`src/design/hufd_pkg.sv`:
```
package hufd_pkg;

    localparam logic [7:0]  START_FLAG      = 8'h55;
    localparam logic [15:0] MAX_LEN_RESET   = 16'd256;
    localparam int          TDATA_W         = 48;
    localparam int          TDATA_PAD_W     = 7;

    // Frame parse phases, in arrival order of the bytes of one frame.
    typedef enum logic [2:0] {
        PH_HUNT  = 3'd0,
        PH_CMD_H = 3'd1,
        PH_CMD_L = 3'd2,
        PH_LEN_H = 3'd3,
        PH_LEN_L = 3'd4,
        PH_CSUM  = 3'd5,
        PH_DATA  = 3'd6,
        PH_END   = 3'd7
    } phase_t;

    // One result from the parser to the output stage.
    typedef struct packed {
        logic [15:0] frame_length;
        logic [15:0] command_code;
        logic        checksum_ok;
        logic        frame_done;
        logic        data_valid;
        logic [7:0]  data_byte;
    } result_t;

endpackage

```
`src/design/hufd_parser.sv`:
```
module hufd_parser (
    input  logic                aclk,
    input  logic                aresetn,
    input  logic                cfg_wr_en,
    input  logic [15:0]         cfg_wr_data,
    input  logic                in_fire,
    input  logic [7:0]          rx_byte,
    output logic                res_valid,
    output hufd_pkg::result_t   res
);

    hufd_pkg::phase_t phase_reg, phase_next;
    logic [15:0] max_len_reg;
    logic [15:0] command_reg, command_next;
    logic [15:0] length_reg, length_next;
    logic [7:0]  csum_reg, csum_next;
    logic [7:0]  xor_reg, xor_next;
    logic [15:0] left_reg, left_next;
    logic [15:0] len_full;

    assign len_full = {length_reg[15:8], rx_byte};

    // Next phase
    always_comb begin
        phase_next = phase_reg;
        if (in_fire) begin
            unique case (phase_reg)
                hufd_pkg::PH_HUNT: begin
                    if (rx_byte == hufd_pkg::START_FLAG) phase_next = hufd_pkg::PH_CMD_H;
                end
                hufd_pkg::PH_CMD_H: phase_next = hufd_pkg::PH_CMD_L;
                hufd_pkg::PH_CMD_L: phase_next = hufd_pkg::PH_LEN_H;
                hufd_pkg::PH_LEN_H: phase_next = hufd_pkg::PH_LEN_L;
                hufd_pkg::PH_LEN_L: begin
                    phase_next = (len_full > max_len_reg) ? hufd_pkg::PH_HUNT
                                                          : hufd_pkg::PH_CSUM;
                end
                hufd_pkg::PH_CSUM: begin
                    phase_next = (length_reg == 16'd0) ? hufd_pkg::PH_END
                                                       : hufd_pkg::PH_DATA;
                end
                hufd_pkg::PH_DATA: begin
                    if (left_reg == 16'd1) phase_next = hufd_pkg::PH_END;
                end
                hufd_pkg::PH_END: phase_next = hufd_pkg::PH_HUNT;
            endcase
        end
    end

    // Header fields, checksum and byte count
    always_comb begin
        command_next = command_reg;
        length_next  = length_reg;
        csum_next    = csum_reg;
        xor_next     = xor_reg;
        left_next    = left_reg;
        if (in_fire) begin
            unique case (phase_reg)
                hufd_pkg::PH_HUNT: begin
                    if (rx_byte == hufd_pkg::START_FLAG) xor_next = 8'h00;
                end
                hufd_pkg::PH_CMD_H: begin
                    command_next = {rx_byte, 8'h00};
                    xor_next     = xor_reg ^ rx_byte;
                end
                hufd_pkg::PH_CMD_L: begin
                    command_next = {command_reg[15:8], rx_byte};
                    xor_next     = xor_reg ^ rx_byte;
                end
                hufd_pkg::PH_LEN_H: begin
                    length_next = {rx_byte, 8'h00};
                    xor_next    = xor_reg ^ rx_byte;
                end
                hufd_pkg::PH_LEN_L: begin
                    length_next = len_full;
                    xor_next    = xor_reg ^ rx_byte;
                end
                hufd_pkg::PH_CSUM: begin
                    csum_next = rx_byte;
                    left_next = length_reg;
                end
                hufd_pkg::PH_DATA: begin
                    xor_next  = xor_reg ^ rx_byte;
                    left_next = left_reg - 16'd1;
                end
                hufd_pkg::PH_END: ;
            endcase
        end
    end

    // Result for payload and end-flag bytes
    always_comb begin
        res_valid          = in_fire && ((phase_reg == hufd_pkg::PH_DATA) ||
                                         (phase_reg == hufd_pkg::PH_END));
        res.data_valid     = (phase_reg == hufd_pkg::PH_DATA);
        res.data_byte      = (phase_reg == hufd_pkg::PH_DATA) ? rx_byte : 8'h00;
        res.frame_done     = (phase_reg == hufd_pkg::PH_END);
        res.checksum_ok    = (phase_reg == hufd_pkg::PH_END) && (xor_reg == csum_reg);
        res.command_code   = command_reg;
        res.frame_length   = length_reg;
    end

    always_ff @(posedge aclk) begin
        if (!aresetn) begin
            phase_reg   <= hufd_pkg::PH_HUNT;
            max_len_reg <= hufd_pkg::MAX_LEN_RESET;
            command_reg <= 16'd0;
            length_reg  <= 16'd0;
            csum_reg    <= 8'd0;
            xor_reg     <= 8'd0;
            left_reg    <= 16'd0;
        end else begin
            phase_reg   <= phase_next;
            command_reg <= command_next;
            length_reg  <= length_next;
            csum_reg    <= csum_next;
            xor_reg     <= xor_next;
            left_reg    <= left_next;
            if (cfg_wr_en) max_len_reg <= cfg_wr_data;
        end
    end

    a_data_count_live: assert property (@(posedge aclk) disable iff (!aresetn)
        (phase_reg == hufd_pkg::PH_DATA) |-> (left_reg != 16'd0))
        else $error("payload phase with no bytes left");

    a_last_data_to_end: assert property (@(posedge aclk) disable iff (!aresetn)
        (in_fire && (phase_reg == hufd_pkg::PH_DATA) && (left_reg == 16'd1))
        |=> (phase_reg == hufd_pkg::PH_END))
        else $error("last payload byte did not lead to end flag");

    a_len_checked: assert property (@(posedge aclk) disable iff (!aresetn)
        (in_fire && (phase_reg == hufd_pkg::PH_LEN_L) && (len_full > max_len_reg))
        |=> (phase_reg == hufd_pkg::PH_HUNT))
        else $error("oversize length not dropped");

endmodule

```
`src/design/hufd_out_buf.sv`:
```
module hufd_out_buf (
    input  logic                aclk,
    input  logic                aresetn,
    input  logic                push,
    input  hufd_pkg::result_t   push_data,
    output logic                ready,
    output logic                out_valid,
    output hufd_pkg::result_t   out_data,
    input  logic                out_ready
);

    logic              main_valid_reg, main_valid_next;
    logic              skid_valid_reg, skid_valid_next;
    hufd_pkg::result_t main_reg, main_next;
    hufd_pkg::result_t skid_reg, skid_next;
    logic              pop;

    assign pop       = main_valid_reg && out_ready;
    assign ready     = !skid_valid_reg;
    assign out_valid = main_valid_reg;
    assign out_data  = main_reg;

    always_comb begin
        main_valid_next = main_valid_reg;
        skid_valid_next = skid_valid_reg;
        main_next       = main_reg;
        skid_next       = skid_reg;
        if (skid_valid_reg) begin
            // upstream is held off; drain the skid into the output register
            if (pop) begin
                main_next       = skid_reg;
                skid_valid_next = 1'b0;
            end
        end else if (push) begin
            if (!main_valid_reg || pop) begin
                main_next       = push_data;
                main_valid_next = 1'b1;
            end else begin
                skid_next       = push_data;
                skid_valid_next = 1'b1;
            end
        end else if (pop) begin
            main_valid_next = 1'b0;
        end
    end

    always_ff @(posedge aclk) begin
        if (!aresetn) begin
            main_valid_reg <= 1'b0;
            skid_valid_reg <= 1'b0;
        end else begin
            main_valid_reg <= main_valid_next;
            skid_valid_reg <= skid_valid_next;
        end
        main_reg <= main_next;
        skid_reg <= skid_next;
    end

    a_skid_behind_main: assert property (@(posedge aclk) disable iff (!aresetn)
        skid_valid_reg |-> main_valid_reg)
        else $error("skid holds a result while output register is empty");

    a_no_push_when_full: assert property (@(posedge aclk) disable iff (!aresetn)
        skid_valid_reg |-> !push)
        else $error("result pushed while both stages are full");

    a_stall_holds: assert property (@(posedge aclk) disable iff (!aresetn)
        (main_valid_reg && !out_ready) |=> (main_valid_reg && $stable(main_reg)))
        else $error("stalled result changed");

endmodule

```
`src/design/hci_uart_frame_deframer.sv`:
```
// Frame deframer for an XOR-checksummed byte stream from a UART receiver.
// Each transfer on the s_ side carries one received byte. The block hunts for
// the start flag 0x55, then reads a 16-bit command and a 16-bit payload length
// (both high byte first) and one checksum byte. A length above the length
// limit (written through cfg_wr_en/cfg_wr_data, 256 after reset) drops the
// header and hunting resumes with the next byte. Every payload byte gives one
// m_ transfer with m_tuser high; the byte after the payload is the end flag,
// taken without a check, and gives one m_ transfer with m_tlast high and
// checksum_ok telling whether the XOR of the command, length and payload bytes
// matches the checksum. Header bytes, the checksum byte and hunted bytes give
// no transfer. Rate: one byte per clock while s_tready is high. The parse
// state updates in the same cycle as the byte is accepted; a two-entry
// output stage (result register plus skid register) decouples the sides,
// so s_tready drops only when both entries are held by a stalled m_ side.
// Write the configuration only while the block is idle.
module hci_uart_frame_deframer (
    input  logic        aclk,
    input  logic        aresetn,

    input  logic        cfg_wr_en,
    input  logic [15:0] cfg_wr_data,   // length limit

    input  logic        s_tvalid,
    output logic        s_tready,
    input  logic [7:0]  s_tdata,       // [7:0] rx_byte

    output logic        m_tvalid,
    input  logic        m_tready,
    // [7:0] data_byte, [8] checksum_ok, [24:9] command_code,
    // [40:25] frame_length, [47:41] zero
    output logic [hufd_pkg::TDATA_W-1:0] m_tdata,
    output logic        m_tuser,       // [0] data_valid
    output logic        m_tlast        // frame_done
);

    logic              in_fire;
    logic              res_valid;
    hufd_pkg::result_t res;
    hufd_pkg::result_t out_res;

    // A byte transfer completes when s_tvalid is high and the output stage has a free entry.
    assign in_fire = s_tvalid && s_tready;

    hufd_parser u_parser (
        .aclk        (aclk),
        .aresetn     (aresetn),
        .cfg_wr_en   (cfg_wr_en),
        .cfg_wr_data (cfg_wr_data),
        .in_fire     (in_fire),
        .rx_byte     (s_tdata),
        .res_valid   (res_valid),
        .res         (res)
    );

    hufd_out_buf u_out_buf (
        .aclk      (aclk),
        .aresetn   (aresetn),
        .push      (res_valid),
        .push_data (res),
        .ready     (s_tready),
        .out_valid (m_tvalid),
        .out_data  (out_res),
        .out_ready (m_tready)
    );

    // Pack the result fields, lowest field in the lowest bits.
    assign m_tdata = {{hufd_pkg::TDATA_PAD_W{1'b0}}, out_res.frame_length,
                      out_res.command_code, out_res.checksum_ok, out_res.data_byte};
    assign m_tuser = out_res.data_valid;
    assign m_tlast = out_res.frame_done;

endmodule

```
`config.mk`:
```
export PLATFORM = sky130hd
export DESIGN_NAME = hci_uart_frame_deframer
export DESIGN_NICKNAME = d
export VERILOG_FILES = /design/src/design/hufd_pkg.sv /design/src/design/hufd_parser.sv /design/src/design/hufd_out_buf.sv /design/src/design/hci_uart_frame_deframer.sv
export SDC_FILE = /design/constraint.sdc
export NUM_CORES = 1
export LEC_CHECK = 0
export BUFFER_PORTS_ARGS = -buffer_cell sky130_fd_sc_hd__clkbuf_2
export CAP_MARGIN = 15
export CORE_UTILIZATION = 45
export CTS_CLUSTER_SIZE = 20
export DETAILED_ROUTE_END_ITERATION = 7
export GPL_TIMING_DRIVEN = 0
export PLACE_DENSITY_LB_ADDON = 0.1
export SLEW_MARGIN = 20
export SYNTH_ARGS = -nofsm -noshare
export SYNTH_HDL_FRONTEND = slang
export SYNTH_SLANG_ARGS = --single-unit
```
`constraint.sdc`:
```
create_clock -name aclk -period 4.6 [get_ports aclk]
set_clock_uncertainty 0.1 [all_clocks]
set_input_delay 0.46 -clock aclk [delete_from_list [all_inputs] [get_ports aclk]]
set_output_delay 0.46 -clock aclk [all_outputs]
set_load 0.02 [all_outputs]
```
==> out/results.ini, run 1 <==
[layout]
fin_util_pct=54.8
area_growth_pct=17.5
num-fill-cells=1449
drive_above_1_share_pct=24.2
num_antenna_cells=0
instances_no_fill=990
num-nets-final=812
layout_common_cells=86 x edfxtp_1, 85 x dfxtp_1, 78 x nor2_1, 72 x clkbuf_2, 44 x nand2_1
layout_commonest_cell=edfxtp_1

[worst_hold_path]
holdCritStartpoint=cfg_wr_data[8]
hold_end=u_parser.max_len_reg[8]
hp-class=input port to register
min_path_cells=3

[logic_synthesis]
synth_cell_types=61
async_reset_ff_share_pct=0
synth_edf_count=86
synth_area_um2=7510
synth_seq_area_share_pct=57.0
ys_ff_latch=171
syn_area_per_cell_um2=11.4
synth_cells=659
yosys_most_used_dff=edfxtp_1
yosysWarnings=0

[global_route]
grt_pass1_vias=5261
grt_max_degree=19
grt_pass1_wl_um=28700
grt_antenna_before_repair=0
grt_usage_pct=21.6
gr-total-overflow=0

[detailed_routing]
drt-wirelength-per-cell_um=18.1
drcViolationCount=0
met3WireLength_um=1040
ant_nets=0
met1_length_um=8280
wirelength_um=17900
vias=5425
wl_met2_um=8330
top_layer_used=met4
first_pass_iters=5
vias_per_cell=5.48
drtIter0Drc=491

[floorplan]
die-width_um=131
die_area_um2=17200
core_region_area_um2=16100
fp-row-count=46
io_pins=81
initial_utilization_pct=46.6
dieHeight_um=131

[pwr]
p_total_mw=3.09
vdd_ir_drop_max_mv=0.270
p_leak_nw=3.51
power.density_nw_per_um2=351

[clock_network]
htreeDepth=4
cts_setup_buffers=0
cts.path.max_buffers=2
cts_buffers=17
clockRootBuffer=clkbuf_16
cts_resized=0
cts_hold_buf=0
insertion_delay_ns=0.43
clkSlewWorstSetupHoldPaths_ns=0.07
tritoncts=built
cts.sinks=171

[timing]
slew_violations=0
maxSlewHeadroom_pct=34.1
fmax_ghz=0.311
finalCriticalPeriod_ns=3.22
worst_pin_slew_ns=0.981
finalSetupTns_ns=0
rsz0062_at_grt=false
setup_viol_count_final=0
hold_viol=0
period_share_pct=69.9
final.setup.worst_slack_ns=1.38

[setup_path]
reg2reg_depth=9
r2r-end=u_out_buf.skid_reg[32]
worstReg2RegStart=u_out_buf.skid_valid_reg
cp.arrival_ns=3.25
crit_type=register to register
cp-end-kind=register
cp.required_ns=4.63
regToRegSetupSlack_ns=1.38
path_max_fanout=16
critPathLaunchType=register

[placed_design]
placed_cells=958
gp_congestion=0.884
pre_cts_ws_ns=1.35
io_buffers=71
dp_hpwl_um=12400

[job]
maxCapViolCount=0

[run_status]
status=complete, no violations

## Yosys cell counts, types with 3 or more instances
master / count / share of area (%)
and2_1: 3 / 0.25
a22oi_1: 18 / 1.8
clkbuf_1: 18 / 0.90
nor4_1: 9 / 0.75
edfxtp_1: 86 / 34
inv_2: 3 / 0.15
nor2_1: 78 / 3.9
nand3_1: 13 / 0.87
a21oi_1: 30 / 2.0
buf_2: 9 / 0.60
buf_1: 4 / 0.20
nand4_1: 15 / 1.2
ha_1: 22 / 3.7
nand2_1: 44 / 2.2
mux2_2: 40 / 6.0
xor2_1: 9 / 1.0
o21a_1: 4 / 0.40
xnor2_1: 7 / 0.82
buf_4: 8 / 0.80
mux2i_1: 31 / 4.1
nor2b_1: 3 / 0.25
and3_1: 11 / 0.92
nor3_1: 6 / 0.40
a211oi_1: 3 / 0.30
a31oi_1: 5 / 0.42
o21ai_0: 10 / 0.67
dfxtp_1: 85 / 23
o21ai_1: 14 / 0.93
inv_1: 26 / 1.3
## stage by stage
| stage | hold slack (ns) | instance area [um^2] |
|---|---|---|
| after floorplan | 0.326 | 7540 |
| after global placement | 0.339 | 8170 |
| after detailed placement | 0.342 | 8250 |
| after CTS | 0.151 | 8830 |
| after global routing | 0.158 | 8830 |
| final | 0.158 | 8830 |
## worst max-delay path, stage by stage (launching register included)
cell and delay [ns]:
dfxtp_1 0.30, clkbuf_1 0.24, nor2b_1 0.17, buf_2 0.22
buf_1 0.41, nand2_1 0.23, nor3b_4 0.62, buf_6 0.24
buf_8 0.17, buf_6 0.20
## layout make-up
class / count / area (um^2) / share of cell area (%)
inverter: 29 / 109 / 1.23
buffer: 40 / 193 / 2.18
sequential: 171 / 4280 / 48.5
clock inverter: 15 / 153 / 1.73
multi-input combinational: 425 / 2970 / 33.6
tap: 216 / 270 / 3.06
clock buffer: 17 / 425 / 4.82
timing repair buffer: 77 / 427 / 4.83
## worst max-delay path by stage
| stage | startpoint | end | slack [ns] | cells past startpoint |
|---|---|---|---|---|
| 6_report | u_out_buf.skid_valid_reg | u_out_buf.skid_reg[32] | 1.38 | 9 |
| 2_1_floorplan | u_parser.phase_reg[0] | u_out_buf.out_data[0] | 0.70 | 7 |
| 3_3_place_gp | s_tvalid | u_out_buf.out_data[35] | -0.75 | 6 |
| 3_5_place_dp | s_tvalid | u_out_buf.out_data[39] | 1.35 | 9 |
| 5_1_grt | u_out_buf.skid_valid_reg | u_out_buf.skid_reg[27] | 1.18 | 9 |
| 4_1_cts | u_out_buf.skid_valid_reg | u_out_buf.skid_reg[28] | 1.38 | 9 |
## metal layers
layer	global-route usage, %	vias up
met5	0	-
met4	7.52	0
met3	4.98	26
met2	34.1	181
met1	29.1	2624
li1	-	2594
## logic make-up (layout without fill, tap and decap cells)
logic type | Yosys count | count (layout) | synth area share (%)
adder cells (fa/ha/maj) | 22 | 22 | 3.66
buffers and inverters | 69 | 178 | 4.01
XOR/XNOR | 16 | 16 | 1.87
AND/OR/NAND/NOR | 200 | 200 | 13.4
multiplexers | 71 | 71 | 10.1
AO/OA/AOI/OAI | 109 | 109 | 9.84
other | 1 | 7 | 0.0499
flip-flops | 171 | 171 | 57.0
## where the power goes
group	internal [mW]	switching [mW]	total (mW)
Combinational	0.0382	0.0713	0.109
Sequential	1.59	0.00509	1.60
Clock	0.722	0.665	1.39
(Power assumes the default switching activity.)
==> inputs of run 2 (changes only) <==
==> constraint.sdc (replaced) <==
create_clock -name aclk -period 3.1 [get_ports aclk]
set_clock_uncertainty 0.1 [all_clocks]
set_input_delay 0.31 -clock aclk [delete_from_list [all_inputs] [get_ports aclk]]
set_output_delay 0.31 -clock aclk [all_outputs]
set_load 0.02 [all_outputs]
==> out/results.ini, run 2 (synthesized netlist as in run 1, its figures left out) <==
[global_route]
grt_use_met2_pct=35.3  ; was 34.1%
gr-total-overflow=0  ; unchanged
grt_max_degree=17  ; was 19
gr-max-usage-layer=met2  ; unchanged
grtUsageMet1_pct=28.4  ; was 29.1%
grt_antenna_before_repair=0  ; unchanged
grt_usage_pct=21.6  ; about the same
grt_use_met3_pct=4.36  ; was 4.98%
grt_pass1_vias=5397  ; was 5261
grt_pass1_wl_um=28800  ; was 28700 um

[detailed_routing]
wirelength_um=18000  ; was 17900 um
drtIter0Drc=523  ; was 491
vias_per_cell=5.51  ; was 5.48
vias=5452  ; was 5425
drt-wirelength-per-cell_um=18.1  ; about the same
drcViolationCount=0  ; unchanged
ant_nets=0  ; unchanged
first_pass_iters=6  ; was 5

[floorplan]
io_pins=81  ; unchanged
core_region_area_um2=16100  ; unchanged
initial_utilization_pct=46.6  ; unchanged
fp-row-count=46  ; unchanged
die-width_um=131  ; unchanged
die_area_um2=17200  ; unchanged
dieHeight_um=131  ; unchanged

[run_status]
status=complete, no violations  ; unchanged

[layout]
multi_input_area_um2=2970  ; unchanged
num_antenna_cells=0  ; unchanged
num-fill-cells=1477  ; was 1449
layout_commonest_cell=edfxtp_1  ; unchanged
seq_area_um2=4280  ; unchanged
drive_above_1_share_pct=24.0  ; was 24.2%
num-nets-final=812  ; unchanged
area_growth_pct=17.7  ; was 17.5%
layout_common_cells=86 x edfxtp_1, 85 x dfxtp_1, 78 x nor2_1, 73 x clkbuf_2, 44 x nand2_1  ; was 86 x edfxtp_1, 85 x dfxtp_1, 78 x nor2_1, 72 x clkbuf_2, 44 x nand2_1
fin_util_pct=54.9  ; was 54.8%

[clock_network]
clkSlewWorstSetupHoldPaths_ns=0.06  ; was 0.07 ns
clockRootBuffer=clkbuf_16  ; unchanged
cts_buffers=17  ; unchanged
cts.sinks=171  ; unchanged
htreeDepth=4  ; unchanged
cts.path.max_buffers=2  ; unchanged
insertion_delay_ns=0.43  ; about the same
tritoncts=built  ; unchanged

[setup_path]
regToRegSetupSlack_ns=0.27  ; was 1.38 ns
path_max_fanout=15  ; was 16
cp.arrival_ns=2.85  ; was 3.25 ns
cp_slowest_cell=nor3b_4  ; unchanged
crit_top_cell=nand2_1  ; was buf_6
worstPathCellList=inv_1 > ha_1 > nand2_1 > clkbuf_2 > nand2_1 > nand2_1 > nor3b_4 > buf_8 > buf_8 > buf_6  ; was clkbuf_1 > nor2b_1 > buf_2 > buf_1 > nand2_1 > nor3b_4 > buf_6 > buf_8 > buf_6
cp.required_ns=3.12  ; was 4.63 ns
reg2reg_depth=10  ; was 9
critPathLaunchType=register  ; unchanged
cp-end-kind=register  ; unchanged
critPathMaxStageDelay_ns=0.37  ; was 0.62 ns
crit_type=register to register  ; unchanged

[timing]
setup_viol_count_final=0  ; unchanged
worst_pin_slew_ns=0.976  ; was 0.981 ns
rsz0062_at_grt=false  ; unchanged
hold_viol=0  ; unchanged
fmax_ghz=0.353  ; was 0.311 GHz
final.setup.worst_slack_ns=0.271  ; was 1.38 ns
maxSlewHeadroom_pct=34.4  ; was 34.1%
slew_violations=0  ; unchanged
finalCriticalPeriod_ns=2.83  ; was 3.22 ns
worst_hold_slack_ns=0.0214  ; was 0.158 ns
period_share_pct=91.3  ; was 69.9%

[pwr]
power.internal_mw=3.64  ; was 2.35 mW
swShare_pct=21.7  ; was 24.0%
p_comb_share_pct=3.5  ; about the same
power.density_nw_per_um2=525  ; was 351 nW/um^2
p_seq_share_pct=51.1  ; was 51.6%
p_sw_mw=1.01  ; was 742 uW
power_frac_clock_pct=45.4  ; was 44.8%
p_leak_nw=3.52  ; was 3.51 nW
p_total_mw=4.64  ; was 3.09 mW
vdd_ir_drop_max_mv=0.384  ; was 0.270 mV

[placed_design]
dp_hpwl_um=12600  ; was 12400 um
pre_cts_ws_ns=0.175  ; was 1.35 ns
gp_congestion=0.884  ; about the same
io_buffers=71  ; unchanged

[job]
maxCapViolCount=0  ; unchanged

[worst_hold_path]
min_path_cells=3  ; unchanged
hp-class=input port to register  ; unchanged

-- run 2: layout make-up --
| class | count | area share (%) |
|---|---|---|
| sequential | 171 | 48.4 |
| inverter | 29 | 1.23 |
| clock buffer | 20 | 5.05 |
| multi-input combinational | 425 | 33.5 |
| buffer | 39 | 2.15 |
| timing repair buffer | 78 | 4.98 |
| clock inverter | 12 | 1.57 |
| tap | 216 | 3.06 |
-- run 2: power groups by stage --
stage	Clock, mW	Combinational (mW)	Sequential, mW
2_1_floorplan	0	0.0954	2.42
3_3_place_gp	0	0.155	2.42
3_5_place_dp	0	0.163	2.42
4_1_cts	2.15	0.164	2.37
5_1_grt	2.25	0.181	2.37
6_report	2.11	0.163	2.37
-- run 2: worst paths after layout --
path / start / to
min reg2reg: u_parser.command_reg[9] / u_out_buf.skid_reg[20]
min: cfg_wr_data[13] / u_parser.max_len_reg[13]
max reg2reg: u_parser.phase_reg[0] / u_out_buf.skid_reg[35]
max: u_parser.phase_reg[0] / u_out_buf.skid_reg[35]
-- run 2: routing by layer --
metal / wire length (um) / vias to the layer above
met1: 8360 / 2646
met3: 741 / 33
met2: 8510 / 186
met4: 349 / 0
li1: - / 2587
met5: 0 / -
-- run 2: through the flow --
step / setup TNS, ns / instances / cell area [um^2]
final: 0 / 990 / 8840
after global routing: 0 / 990 / 8840
after CTS: 0 / 991 / 8850
after detailed placement: 0 / 958 / 8250
after global placement: -65.80 / 952 / 8180
after floorplan: 0 / 665 / 7550
-- run 2: timing repair --
action | 4_1_cts | 5_1_grt
buffers inserted | 0 | 0
hold buffers | 1 | 0
endpoints found under the setup margin | 0 | 15
resized for setup | 0 | 2
hold endpoints to repair | 1 | 0
-- run 2: critical path, delay by kind of cell, from the launching register on --
family	cells	cell delay, ns
flip-flops	1	0.33
buffers and inverters	5	1.01
AND/OR/NAND/NOR	4	0.81
adder cells (fa/ha/maj)	1	0.26
